===== config.mk =====
export PLATFORM = sky130hd
export DESIGN_NAME = particle_fade_quad_generator
export DESIGN_NICKNAME = d
export VERILOG_FILES = /design/src/hdl/pfqg_pkg.sv /design/src/hdl/pfqg_alpha_div.sv /design/src/hdl/particle_fade_quad_generator.sv
export SDC_FILE = /design/constraint.sdc
export NUM_CORES = 2
export LEC_CHECK = 0
export BUFFER_PORTS_ARGS = -buffer_cell sky130_fd_sc_hd__buf_4
export CAP_MARGIN = 20
export CORE_MARGIN = 5
export CORE_UTILIZATION = 64
export CTS_CLUSTER_SIZE = 16
export DETAILED_ROUTE_END_ITERATION = 7
export PLACE_DENSITY = 0.87
export SYNTH_ARGS = -nofsm -noshare
export SYNTH_HDL_FRONTEND = slang
export SYNTH_SLANG_ARGS = --single-unit
export TNS_END_PERCENT = 50

===== constraint.sdc =====
create_clock -name clk -period 15.8 [get_ports clk]
set_input_delay 1.58 -clock clk [delete_from_list [all_inputs] [get_ports clk]]
set_output_delay 1.58 -clock clk [all_outputs]
set_load 0.05 [all_outputs]

===== src/hdl/pfqg_pkg.sv =====
`default_nettype none
package pfqg_pkg;
  localparam int MaxParticles = 16;
  localparam int LifeW = 24;
  localparam int PosW = 20;

  localparam logic [1:0] ReqAdd  = 2'd0;
  localparam logic [1:0] ReqTick = 2'd1;
  localparam logic [1:0] ReqDraw = 2'd2;

  localparam logic [1:0] StVertex  = 2'd0;
  localparam logic [1:0] StAddOk   = 2'd1;
  localparam logic [1:0] StAddDrop = 2'd2;

  localparam logic [2:0] CfgColor  = 3'd0;
  localparam logic [2:0] CfgBase   = 3'd1;
  localparam logic [2:0] CfgLeft   = 3'd2;
  localparam logic [2:0] CfgTop    = 3'd3;
  localparam logic [2:0] CfgWidth  = 3'd4;
  localparam logic [2:0] CfgHeight = 3'd5;

  // Divider handshake between the sequencer and the alpha unit.
  typedef struct packed {
    logic             start;
    logic [LifeW-1:0] life;
  } div_req_t;

  typedef struct packed {
    logic       done;
    logic [7:0] alpha;
  } div_rsp_t;
endpackage
`default_nettype wire


===== src/hdl/pfqg_alpha_div.sv =====
`default_nettype none
// Restoring divider: computes min(255, floor(255*life/base)), one quotient bit a cycle.
module pfqg_alpha_div import pfqg_pkg::*; (
  input  wire logic             clk,
  input  wire logic             rst,
  input  wire logic [LifeW-1:0] base,
  input  wire div_req_t         req,
  output div_rsp_t              rsp
);
  localparam int NumW = LifeW + 8;

  logic [NumW-1:0]  num;
  logic [LifeW:0]   rem;
  logic [NumW-1:0]  quo;
  logic [5:0]       cnt;
  logic             busy;
  logic [LifeW:0]   rem_sh;
  logic [LifeW+1:0] diff;

  assign rem_sh = {rem[LifeW-1:0], num[NumW-1]};
  assign diff = {1'b0, rem_sh} - {2'b00, base};

  // Iterate over the numerator bits; handle a zero base on the side.
  always_ff @(posedge clk) begin
    if (rst) begin
      busy <= 1'b0;
      rsp.done <= 1'b0;
      cnt <= '0;
    end else begin
      // Done pulses right away for a zero base, otherwise on the last step.
      rsp.done <= (req.start && base == '0) || (busy && cnt == 6'd1);
      if (req.start) begin
        if (base == '0) begin
          rsp.alpha <= (req.life != '0) ? 8'd255 : 8'd0;
        end else begin
          busy <= 1'b1;
          num <= ({8'd0, req.life} << 8) - {8'd0, req.life};
          rem <= '0;
          quo <= '0;
          cnt <= 6'(NumW);
        end
      end else if (busy) begin
        num <= num << 1;
        if (!diff[LifeW+1]) begin
          rem <= diff[LifeW:0];
          quo <= {quo[NumW-2:0], 1'b1};
        end else begin
          rem <= rem_sh;
          quo <= {quo[NumW-2:0], 1'b0};
        end
        cnt <= cnt - 6'd1;
        if (cnt == 6'd1) begin
          busy <= 1'b0;
          rsp.alpha <= (quo[NumW-2:7] != '0) ? 8'd255 : {quo[6:0], !diff[LifeW+1]};
        end
      end
    end
  end

`ifndef SYNTHESIS
  a_no_restart: assert property (@(posedge clk) disable iff (rst) busy |-> !req.start)
    else $error("divider restarted while busy");
  a_done_pulse: assert property (@(posedge clk) disable iff (rst) rsp.done |=> !rsp.done)
    else $error("done held");
  a_cnt_idle: assert property (@(posedge clk) disable iff (rst) !busy |-> !$rose(cnt == 6'd1))
    else $error("counter moved while idle");
`endif
endmodule
`default_nettype wire


===== src/hdl/particle_fade_quad_generator.sv =====
`default_nettype none
// Particle ring of up to MAX_PARTICLES entries that expands each particle into
// four quad corners. One request is handled at a time: an add writes the ring
// and hands out one status result, a tick pops expired particles from the front
// and then does one read-modify-write per particle through the ring memory, and a
// draw runs the 32-step serial divider that computes alpha for each particle and
// then hands out its four corners. stall is low only when the sequencer is
// idle.
module particle_fade_quad_generator import pfqg_pkg::*; #(
  parameter int MAX_PARTICLES = MaxParticles
) (
  input  wire logic        clk,
  input  wire logic        rst,
  input  wire logic        cfg_we,
  input  wire logic [2:0]  cfg_index,
  input  wire logic [23:0] cfg_data,
  input  wire logic        in_valid,
  output logic             in_stall,
  input  wire logic [1:0]  req_type,
  input  wire logic signed [19:0] pos_x,
  input  wire logic signed [19:0] pos_y,
  input  wire logic [23:0] elapsed_us,
  output logic             out_valid,
  input  wire logic        out_stall,
  output logic [1:0]       status,
  output logic signed [19:0] vert_x,
  output logic signed [19:0] vert_y,
  output logic [12:0]      tex_u,
  output logic [12:0]      tex_v,
  output logic [7:0]       red,
  output logic [7:0]       green,
  output logic [7:0]       blue,
  output logic [7:0]       alpha,
  output logic             last
);
  localparam int IdxW = (MAX_PARTICLES > 1) ? $clog2(MAX_PARTICLES) : 1;
  localparam int CntW = $clog2(MAX_PARTICLES + 1);

  typedef enum logic [3:0] {
    S_IDLE, S_OUT, S_POP_RD, S_POP_CHK, S_SUB_RD, S_SUB_WR,
    S_DRW_RD, S_DRW_DIV, S_DRW_WAIT, S_DRW_EMIT
  } state_t;

  // Configuration registers.
  logic [23:0] fill_color, base_life;
  logic [11:0] tex_left, tex_top, tex_width, tex_height;
  always_ff @(posedge clk) begin
    if (rst) begin
      fill_color <= 24'hFFFFFF;
      base_life <= 24'd1000000;
      tex_left <= '0;
      tex_top <= '0;
      tex_width <= 12'd8;
      tex_height <= 12'd8;
    end else if (cfg_we) begin
      case (cfg_index)
        CfgColor:  fill_color <= cfg_data;
        CfgBase:   base_life <= cfg_data;
        CfgLeft:   tex_left <= cfg_data[11:0];
        CfgTop:    tex_top <= cfg_data[11:0];
        CfgWidth:  tex_width <= cfg_data[11:0];
        CfgHeight: tex_height <= cfg_data[11:0];
        default: ;
      endcase
    end
  end

  // Ring memory, one entry of position and life per slot.
  logic [PosW-1:0]  mem_x [MAX_PARTICLES];
  logic [PosW-1:0]  mem_y [MAX_PARTICLES];
  logic [LifeW-1:0] mem_l [MAX_PARTICLES];
  logic             we_pos, we_life;
  logic [IdxW-1:0]  waddr, raddr;
  logic [PosW-1:0]  wx, wy;
  logic [LifeW-1:0] wl;
  logic [PosW-1:0]  rx, ry;
  logic [LifeW-1:0] rl;

  always_ff @(posedge clk) begin
    if (we_pos) begin
      mem_x[waddr] <= wx;
      mem_y[waddr] <= wy;
    end
    if (we_life) begin
      mem_l[waddr] <= wl;
    end
    rx <= mem_x[raddr];
    ry <= mem_y[raddr];
    rl <= mem_l[raddr];
  end

  state_t          state;
  logic [IdxW-1:0] head;
  logic [CntW-1:0] count;
  logic [CntW-1:0] idx;
  logic [1:0]      corner;
  logic [23:0]     dt;
  div_req_t        dreq;
  div_rsp_t        drsp;
  logic [7:0]      alpha_q;

  pfqg_alpha_div u_div (.clk(clk), .rst(rst), .base(base_life), .req(dreq), .rsp(drsp));

  function automatic logic [IdxW-1:0] slot(input logic [IdxW-1:0] h,
                                           input logic [CntW-1:0] o);
    logic [CntW:0] s;
    s = {1'b0, CntW'(h)} + {1'b0, o};
    if (s >= (CntW+1)'(MAX_PARTICLES)) s = s - (CntW+1)'(MAX_PARTICLES);
    return s[IdxW-1:0];
  endfunction

  assign in_stall = (state != S_IDLE);
  assign raddr = slot(head, idx);
  assign wx = pos_x;
  assign wy = pos_y;
  assign we_pos = (state == S_IDLE) && in_valid && req_type == ReqAdd
                  && count < CntW'(MAX_PARTICLES);
  assign we_life = we_pos || state == S_SUB_WR;
  assign waddr = we_pos ? slot(head, count) : raddr;
  assign wl = we_pos ? base_life : ((rl > dt) ? rl - dt : '0);
  assign dreq.start = (state == S_DRW_DIV);
  assign dreq.life = rl;

  // Corner offsets from the particle position, the same for every corner.
  logic [PosW-1:0] hx, hy;
  assign hx = {5'd0, tex_width, 3'd0};
  assign hy = {5'd0, tex_height, 3'd0};

  // Sequencer with the registered result.
  always_ff @(posedge clk) begin
    if (rst) begin
      state <= S_IDLE;
      head <= '0;
      count <= '0;
      out_valid <= 1'b0;
      idx <= '0;
    end else begin
      case (state)
        S_IDLE: begin
          idx <= '0;
          if (in_valid) begin
            dt <= elapsed_us;
            case (req_type)
              ReqAdd: begin
                out_valid <= 1'b1;
                {vert_x, vert_y, tex_u, tex_v, red, green, blue, alpha} <= '0;
                last <= 1'b1;
                if (count < CntW'(MAX_PARTICLES)) begin
                  status <= StAddOk;
                  count <= count + 1'b1;
                end else begin
                  status <= StAddDrop;
                end
                state <= S_OUT;
              end
              ReqTick: state <= S_POP_RD;
              ReqDraw: state <= (count == '0) ? S_IDLE : S_DRW_RD;
              default: ;
            endcase
          end
        end
        S_OUT: begin
          if (!out_stall) begin
            out_valid <= 1'b0;
            state <= S_IDLE;
          end
        end
        S_POP_RD: begin
          if (count == '0) state <= S_IDLE;
          else state <= S_POP_CHK;
        end
        S_POP_CHK: begin
          if (rl == '0) begin
            head <= slot(head, CntW'(1));
            count <= count - 1'b1;
            state <= S_POP_RD;
          end else begin
            state <= S_SUB_RD;
          end
        end
        S_SUB_RD: begin
          if (idx == count) state <= S_IDLE;
          else state <= S_SUB_WR;
        end
        S_SUB_WR: begin
          idx <= idx + 1'b1;
          state <= S_SUB_RD;
        end
        S_DRW_RD: state <= S_DRW_DIV;
        S_DRW_DIV: state <= S_DRW_WAIT;
        S_DRW_WAIT: begin
          if (drsp.done) begin
            alpha_q <= drsp.alpha;
            corner <= 2'd0;
            state <= S_DRW_EMIT;
          end
        end
        S_DRW_EMIT: begin
          if (!out_valid || !out_stall) begin
            out_valid <= 1'b1;
            status <= StVertex;
            vert_x <= (corner == 2'd0 || corner == 2'd3) ? rx - hx : rx + hx;
            vert_y <= (corner[1]) ? ry + hy : ry - hy;
            tex_u <= (corner == 2'd0 || corner == 2'd3) ? {1'b0, tex_left}
                     : {1'b0, tex_left} + {1'b0, tex_width};
            tex_v <= (corner[1]) ? {1'b0, tex_top} + {1'b0, tex_height}
                     : {1'b0, tex_top};
            red <= fill_color[23:16];
            green <= fill_color[15:8];
            blue <= fill_color[7:0];
            alpha <= alpha_q;
            last <= (corner == 2'd3) && (idx + 1'b1 == count);
            corner <= corner + 2'd1;
            if (corner == 2'd3) begin
              idx <= idx + 1'b1;
              state <= (idx + 1'b1 == count) ? S_OUT : S_DRW_RD;
            end
          end
        end
        default: state <= S_IDLE;
      endcase
      if (state != S_IDLE && state != S_OUT && state != S_DRW_EMIT
          && out_valid && !out_stall) begin
        out_valid <= 1'b0;
      end
    end
  end

`ifndef SYNTHESIS
  a_count_max: assert property (@(posedge clk) disable iff (rst)
    count <= CntW'(MAX_PARTICLES)) else $error("ring overfilled");
  a_busy_stall: assert property (@(posedge clk) disable iff (rst)
    (state != S_IDLE) |-> in_stall) else $error("ready while busy");
  a_add_out: assert property (@(posedge clk) disable iff (rst)
    (state == S_IDLE && in_valid && req_type == ReqAdd) |=> out_valid && last)
    else $error("add result missing");
`endif
endmodule
`default_nettype wire


# Word-level counts from Yosys, hierarchy flattened
# Memory sizes are Yosys's and may differ from the RTL's. A register that Yosys moved wholly into a read port is not among the register bits.
# Index checks and enable logic that the tools add are counted.
dict set report word_totals {
  register_bits 353
  latchBits 0
  ramBits 1024
  romBits 0
  in_bits 98
  memories 3
}
# memory words word_bits rd rd_ports_with_merged_regs write_ports line
set memory_table {}
lappend memory_table {mem_l 16 24 1 1 1 particle_fade_quad_generator.sv:71} ;# logic [LifeW-1:0] mem_l [MAX_PARTICLES];
lappend memory_table {mem_x 16 20 1 1 1 particle_fade_quad_generator.sv:69} ;# logic [PosW-1:0] mem_x [MAX_PARTICLES];
lappend memory_table {mem_y 16 20 1 1 1 particle_fade_quad_generator.sv:70} ;# logic [PosW-1:0] mem_y [MAX_PARTICLES];
dict set report classes {
  addsub 20
  multipliers 0
  div 0
  magnitude_cmp 5
  eq_ne 33
  shift 0
  n_mux 95
  bitwise_logic 1
  n_reduce_logical 53
}
# cell n
set ops {}
lappend ops {{$mux 24} 6}
lappend ops {{$mux 20} 6}
lappend ops {{$mux 32} 3}
lappend ops {{$mux 8} 12}
lappend ops {{$mux 31} 3}
lappend ops {{$pmux 20 s2} 2}
lappend ops {{$mux 13} 6}
lappend ops {{$pmux 8 s2} 4}
lappend ops {{$pmux 13 s2} 2}
lappend ops {{$logic_not 24->1} 2}
lappend ops {{$reduce_bool 24->1} 2}
lappend ops {{$add 20x15->20} 2}
lappend ops {{$pmux 4 s10} 1}
lappend ops {{$sub 20x15->20} 2}
lappend ops {{$mux 4} 9}
lappend ops {{$sub 32x24->32} 1}
lappend ops {{$mux 5} 6}
lappend ops {{$add 12x12->13} 2}
lappend ops {{$sub 25x24->26} 1}
lappend ops {{$gt 24x24->1} 1}
lappend ops {{$sub 24x24->24} 1}
lappend ops {{$mux 6} 3}
lappend ops {{$eq 4x3->1 const B} 4}
lappend ops {{$reduce_and 2->1} 8}
lappend ops {{other kinds (49)} 118}

# Logic depth before layout (Yosys ltp)
dict set report logic_depth {
  word_depth 7
  ltp_mapped 15
}

# Hierarchy
# A second synthesis with hierarchy kept.
dict set report unflattened {
  hier_cells 4000
  hier_area_um2 61172.4
}
# module n_inst cells_per_inst area_each_um2 seq_area_each_um2
set modules_own_cells {}
lappend modules_own_cells {particle_fade_quad_generator 1 3335 54408.4 38386.8}
lappend modules_own_cells {pfqg_alpha_div 1 665 6764.0 3012.9}

# Worst setup path after synthesis
# Ideal clock, no wire load.
dict set report synth_timing {
  kind {input -> register}
  startpoint {in req_type[0]}
  endpoint {reg alpha[0], enable pin}
  setup_ps 711
  arrival_ps 9356
  required_ps 15089
  setup_slack_ps 5733
  stages 4
  path_buffers 0
  path_cell_list {inv_1 ha_1 nand2_1 a211oi_1}
}
dict set report synth_between {
  elab_chain_len 3
}
# element line
set synth_rtl {}
lappend synth_rtl {{from (decl)} particle_fade_quad_generator.sv:19} ;# input wire logic [1:0] req_type,
lappend synth_rtl {{$logic_not 2->1} particle_fade_quad_generator.sv:143} ;# case (req_type)
lappend synth_rtl {{$ne 2x1->1 (no line)} -}
lappend synth_rtl {{$reduce_and 5->1 (no line)} -}
lappend synth_rtl {{to (signal assigned)} particle_fade_quad_generator.sv:211} ;# alpha <= alpha_q;
lappend synth_rtl {{to (decl)} particle_fade_quad_generator.sv:33} ;# output logic [7:0] alpha,
# Every way passes these cells.
# A chain may end at the register's enable or synchronous reset.

# Worst setup path in the final report
dict set report layout_timing {
  startpoint {reg head[0]}
  endpoint {mem mem_l[1][16], enable pin}
}
dict set report layout_between {
  elab_chain_len 4
}
# element line
set layout_rtl {}
lappend layout_rtl {{from (decl)} particle_fade_quad_generator.sv:93} ;# logic [IdxW-1:0] head;
lappend layout_rtl {{from (signal assigned)} particle_fade_quad_generator.sv:174} ;# head <= slot(head, CntW'(1));
lappend layout_rtl {{$add 4x5->6} particle_fade_quad_generator.sv:107} ;# s = {1'b0, CntW'(h)} + {1'b0, o};
lappend layout_rtl {{$ge 6x5->1 / $sub 4x1->4 (equally long branches)} particle_fade_quad_generator.sv:108} ;# if (s >= (CntW+1)'(MAX_PARTICLES)) s = s - (CntW+1)'(MAX_PARTICLES);
lappend layout_rtl {{$mux 4} particle_fade_quad_generator.sv:108}
lappend layout_rtl {{$mux 4 (*)} particle_fade_quad_generator.sv:119} ;# assign waddr = we_pos ? slot(head, count) : raddr;
lappend layout_rtl {{to (decl)} particle_fade_quad_generator.sv:71}
# Every way passes the cells marked *; elsewhere a longest branch is shown, timed or not.

==> run summary <==
=====================================================================================
Warnings from Yosys                                                                 0
Number of hold buffers added after cts                                              0
Per-instance average area after synthesis                                  15.12 um^2
Growth of design area from synthesis to finish                                 12.87%
Launch point of the worst reg-to-reg path                                     head[0]
Resize count post-CTS                                                               0
Met2 track demand over resource in global routing                              49.80%
Worst setup startpoint                                                        head[0]
Internal                                                                      6649 uW
1st-iter DRT viols                                                               5899
Vias in the first global route                                                  37700
Most used DFF post-synth                                                     edfxtp_1
Fraction of post-synthesis cell area in the top cell type by area              61.98%
Initial core utilization                                                       64.23%
Clock-pin slew of the registers on the worst-case setup and hold paths          70 ps
Depth of the worst register-to-register path                                        7
TritonCTS buffer count                                                            139
Row Count                                                                         113
Critical Path RT                                                             16190 ps
Max Cap Viol                                                                        0
Total Negative Setup Slacks                                                      0 ps
Final Net Count                                                                  4489
Result of the run                                                           completed
Most frequent cells after synthesis                                      edfxtp_1, nand2_1, mux4_2, nor2_1, dfxtp_1
Synth Instances                                                                  4018
Floorplan core area                                                      0.09459 mm^2
Die area                                                                  0.1012 mm^2
Fraction of met3 tracks used by global routing                                 8.777%
Clock root cell                                                             clkbuf_16
Count of filler cells inserted in the layout                                     5252
Top-count cell post-synth                                                    edfxtp_1
Clock period minus final worst setup slack                                    4886 ps
Number of hold-slack violations in the final timing report                          0
Flop pwr share                                                                  48.9%
Later-pin clock latency in the skew report                                     780 ps
Net switching share of the total power                                         26.25%
Fraction of final layout cells sized beyond drive strength 1                   18.60%
First-pass GRT wire length                                                  240100 um
Most used cell, CP                                                              buf_4
Inst Count DP                                                                    5356
Crit path depth                                                                     7
Post-route antenna net violation count                                              0
Fraction of registers with async set/reset                                         0%
Worst Setup Start Kind                                                       register
Unique masters post-synth                                                          80
Netlist area before placement                                            0.06076 mm^2
CTS tree                                                                        built
Sequential element share of the synthesized area                               68.14%
Half-perimeter wire length of the detailed placement result                  88510 um
Drc violations                                                                      0
Highest cell delay on the worst timing path                                   1420 ps
Vertical extent of the die                                                   318.1 um
Global route total overflow                                                         0
Count of input and output buffers                                                 200
Synthesized flop and latch total                                                 1441
Pwr/cell area                                                            131.5 mW/mm^2
IO Pins                                                                           201
Die Wd                                                                       318.1 um
Class of the most critical hold timing path                                   reg2reg
Syn_nets                                                                         4265
Number of synthesized flops with an enable pin                                   1254
Max FO, Critical Path                                                              74
Sink count of the clock tree                                                     1441
Cell Chain, Critical Path                                                ha_4 > inv_1 > fa_4 > buf_4 > a31oi_1 > nor2_2 > buf_4
Worst relative slew slack                                                      21.04%
Total leakage power                                                        0.02369 uW
H-tree levels                                                                       4
Final max-slew violation count                                                      0
Reg2reg setup slack                                                          10910 ps
Slowest stage cell, crit path                                                    fa_4
Routability Congestion                                                         0.8995
Maximum buffer depth of the clock tree                                              3
Final setup violation count                                                         0
GR met1 Demand/Resource                                                        41.55%
Number of buffers added for setup after CTS                                         0
Arrival time of the worst setup path                                          5270 ps
Pin count of the biggest net entering global routing                              103
Clock Skews                                                                  32.46 ps
Hold path startpoint                                                     u_div.rsp[7]
Critical path class                                                           reg2reg
Most crowded layer after global routing                                          met2
Highest clock rate                                                          204.7 MHz
Per-cell via count in the routed design                                         6.727
Switching Power                                                               2367 uW
Synth area leaders                                                       edfxtp_1, mux4_2, dfxtp_1
CP Capture Point                                                         mem_l[1][16]
Least-Margin Pin Slew                                                         1184 ps
GRT Util Overall                                                               31.43%
Relative contribution of combinational cells to total power                     13.7%
Largest area contributor in the netlist                                      edfxtp_1
Endpoint class of the critical path                                          register
Kind of cell adding the most delay to the critical path                   adder cells
Endpoint of the worst register-to-register path                          mem_l[1][16]
WL/cell                                                                      28.67 um
Maximum vdd drop                                                           0.09152 mV
Unrepaired setup endpoints after global routing                                 false
Non-filler instance count after layout                                           5626
Clock share of power                                                            37.4%
Total wirelength of the detailed-routed design                              161300 um
Number of antenna violations at the first check in global routing                  10
Share of the clock period used by the worst path after layout                  30.92%
Worst path bufs/invs                                                                3
Vias after detailed routing                                                     37850
Detailed-router iteration count before antenna repair                               7
=====================================================================================
-- flip-flops by register name, indices dropped and copies added (netlist names), 13 cells and up --
| register | count |
|---|---|
| base_life | 24 |
| dt | 24 |
| fill_color | 24 |
| mem_l | 384 |
| mem_x | 320 |
| mem_y | 320 |
| rl | 24 |
| rx | 20 |
| ry | 20 |
| tex_u | 13 |
| tex_v | 13 |
| u_div.num | 32 |
| u_div.quo | 31 |
| u_div.rem | 24 |
| vert_x | 20 |
| vert_y | 20 |
-- worst reg2reg max path: stages, from the launching register on --
cell and delay [ps]:
dfxtp_1 530, ha_4 200, inv_1 60, fa_4 1430, buf_4 1050, a31oi_1 520
nor2_2 230, buf_4 490
-- logic make-up (layout without fill, tap and decap cells) --
logic type                 count (synthesis)  in the layout  share of synthesized area, %
AOI/OAI and AO/OA                        607            607                         6.429
DFF                                     1441           1441                         68.14
adders and majority gates                149            149                         3.180
buffers and inverters                    309            646                         1.938
muxes                                    291            291                         10.07
xor gates and xnor gates                 154            154                         2.220
other                                      0              6                             0
and+or+nand+nor                         1067           1067                         8.021
-- layout by cell type (no fill, tap or decap), types with 18 or more instances in the layout --
master / n
edfxtp_1: 1254
ha_1: 139
clkinv_1: 18
o21ai_0: 70
a211oi_1: 80
nor2_4: 18
mux2i_1: 33
a21oi_1: 158
inv_1: 121
o21a_1: 19
nor4_1: 26
nor2_1: 177
nor3_1: 45
clkbuf_16: 141
clkinv_2: 21
a31oi_1: 81
mux4_2: 256
xnor2_1: 80
a21o_1: 45
dfxtp_1: 187
o21ai_1: 45
and2_1: 135
nand2_1: 485
nand3_1: 56
clkbuf_1: 31
nor2b_1: 18
xor2_1: 71
buf_4: 262
-- worst min path at each step --
stage	end	slack, ps	cells after the start
after global placement	alpha_q[5]	400	0
after floorplan	alpha_q[0]	400	0
final	alpha_q[7]	430	0
after CTS	alpha_q[7]	430	0
after detailed placement	alpha_q[7]	410	0
after global routing	alpha_q[7]	430	0
-- layer usage --
layer,up-vias,part of all wire [%]
li1,15780,-
met1,18560,34
met2,2937,47
met3,566,13
met4,10,4.8
met5,-,0.043
-- power groups by stage --
| stage | registers, uW | clock network (uW) | logic [uW] |
|---|---|---|---|
| floorplan | 4540 | 0 | 758 |
| global placement | 4480 | 0 | 1120 |
| detailed placement | 4480 | 0 | 1170 |
| CTS | 4400 | 3390 | 1200 |
| global route | 4410 | 3580 | 1310 |
| finish | 4410 | 3370 | 1230 |
-- final cells by class --
type	count	area, um^2	share of cell area (%)
Inverter	124	466.7	0.6806
Clock buffer	186	3826	5.579
Sequential cell	1441	41400	60.37
Clock inverter	68	764.5	1.115
Tap cell	1265	1583	2.308
Timing Repair Buffer	268	2091	3.049
Antenna cell	6	15.01	0.02189
Multi-Input combinational cell	2268	18430	26.88
-- metrics by stage --
stage	utilization, %	total power [uW]	instance area (um^2)	hold slack, ps	setup slack, ps
detailed placement	67.48	5650	63830	407.9	10730
floorplan	-	5294	60760	400.3	5733
global route	72.49	9298	68560	430.5	10900
CTS	72.33	9000	68420	432.8	11060
global placement	67.48	5603	63830	402.8	11060
finish	72.50	9016	68580	426.7	10910
Power figures use the tool's default switching activity.
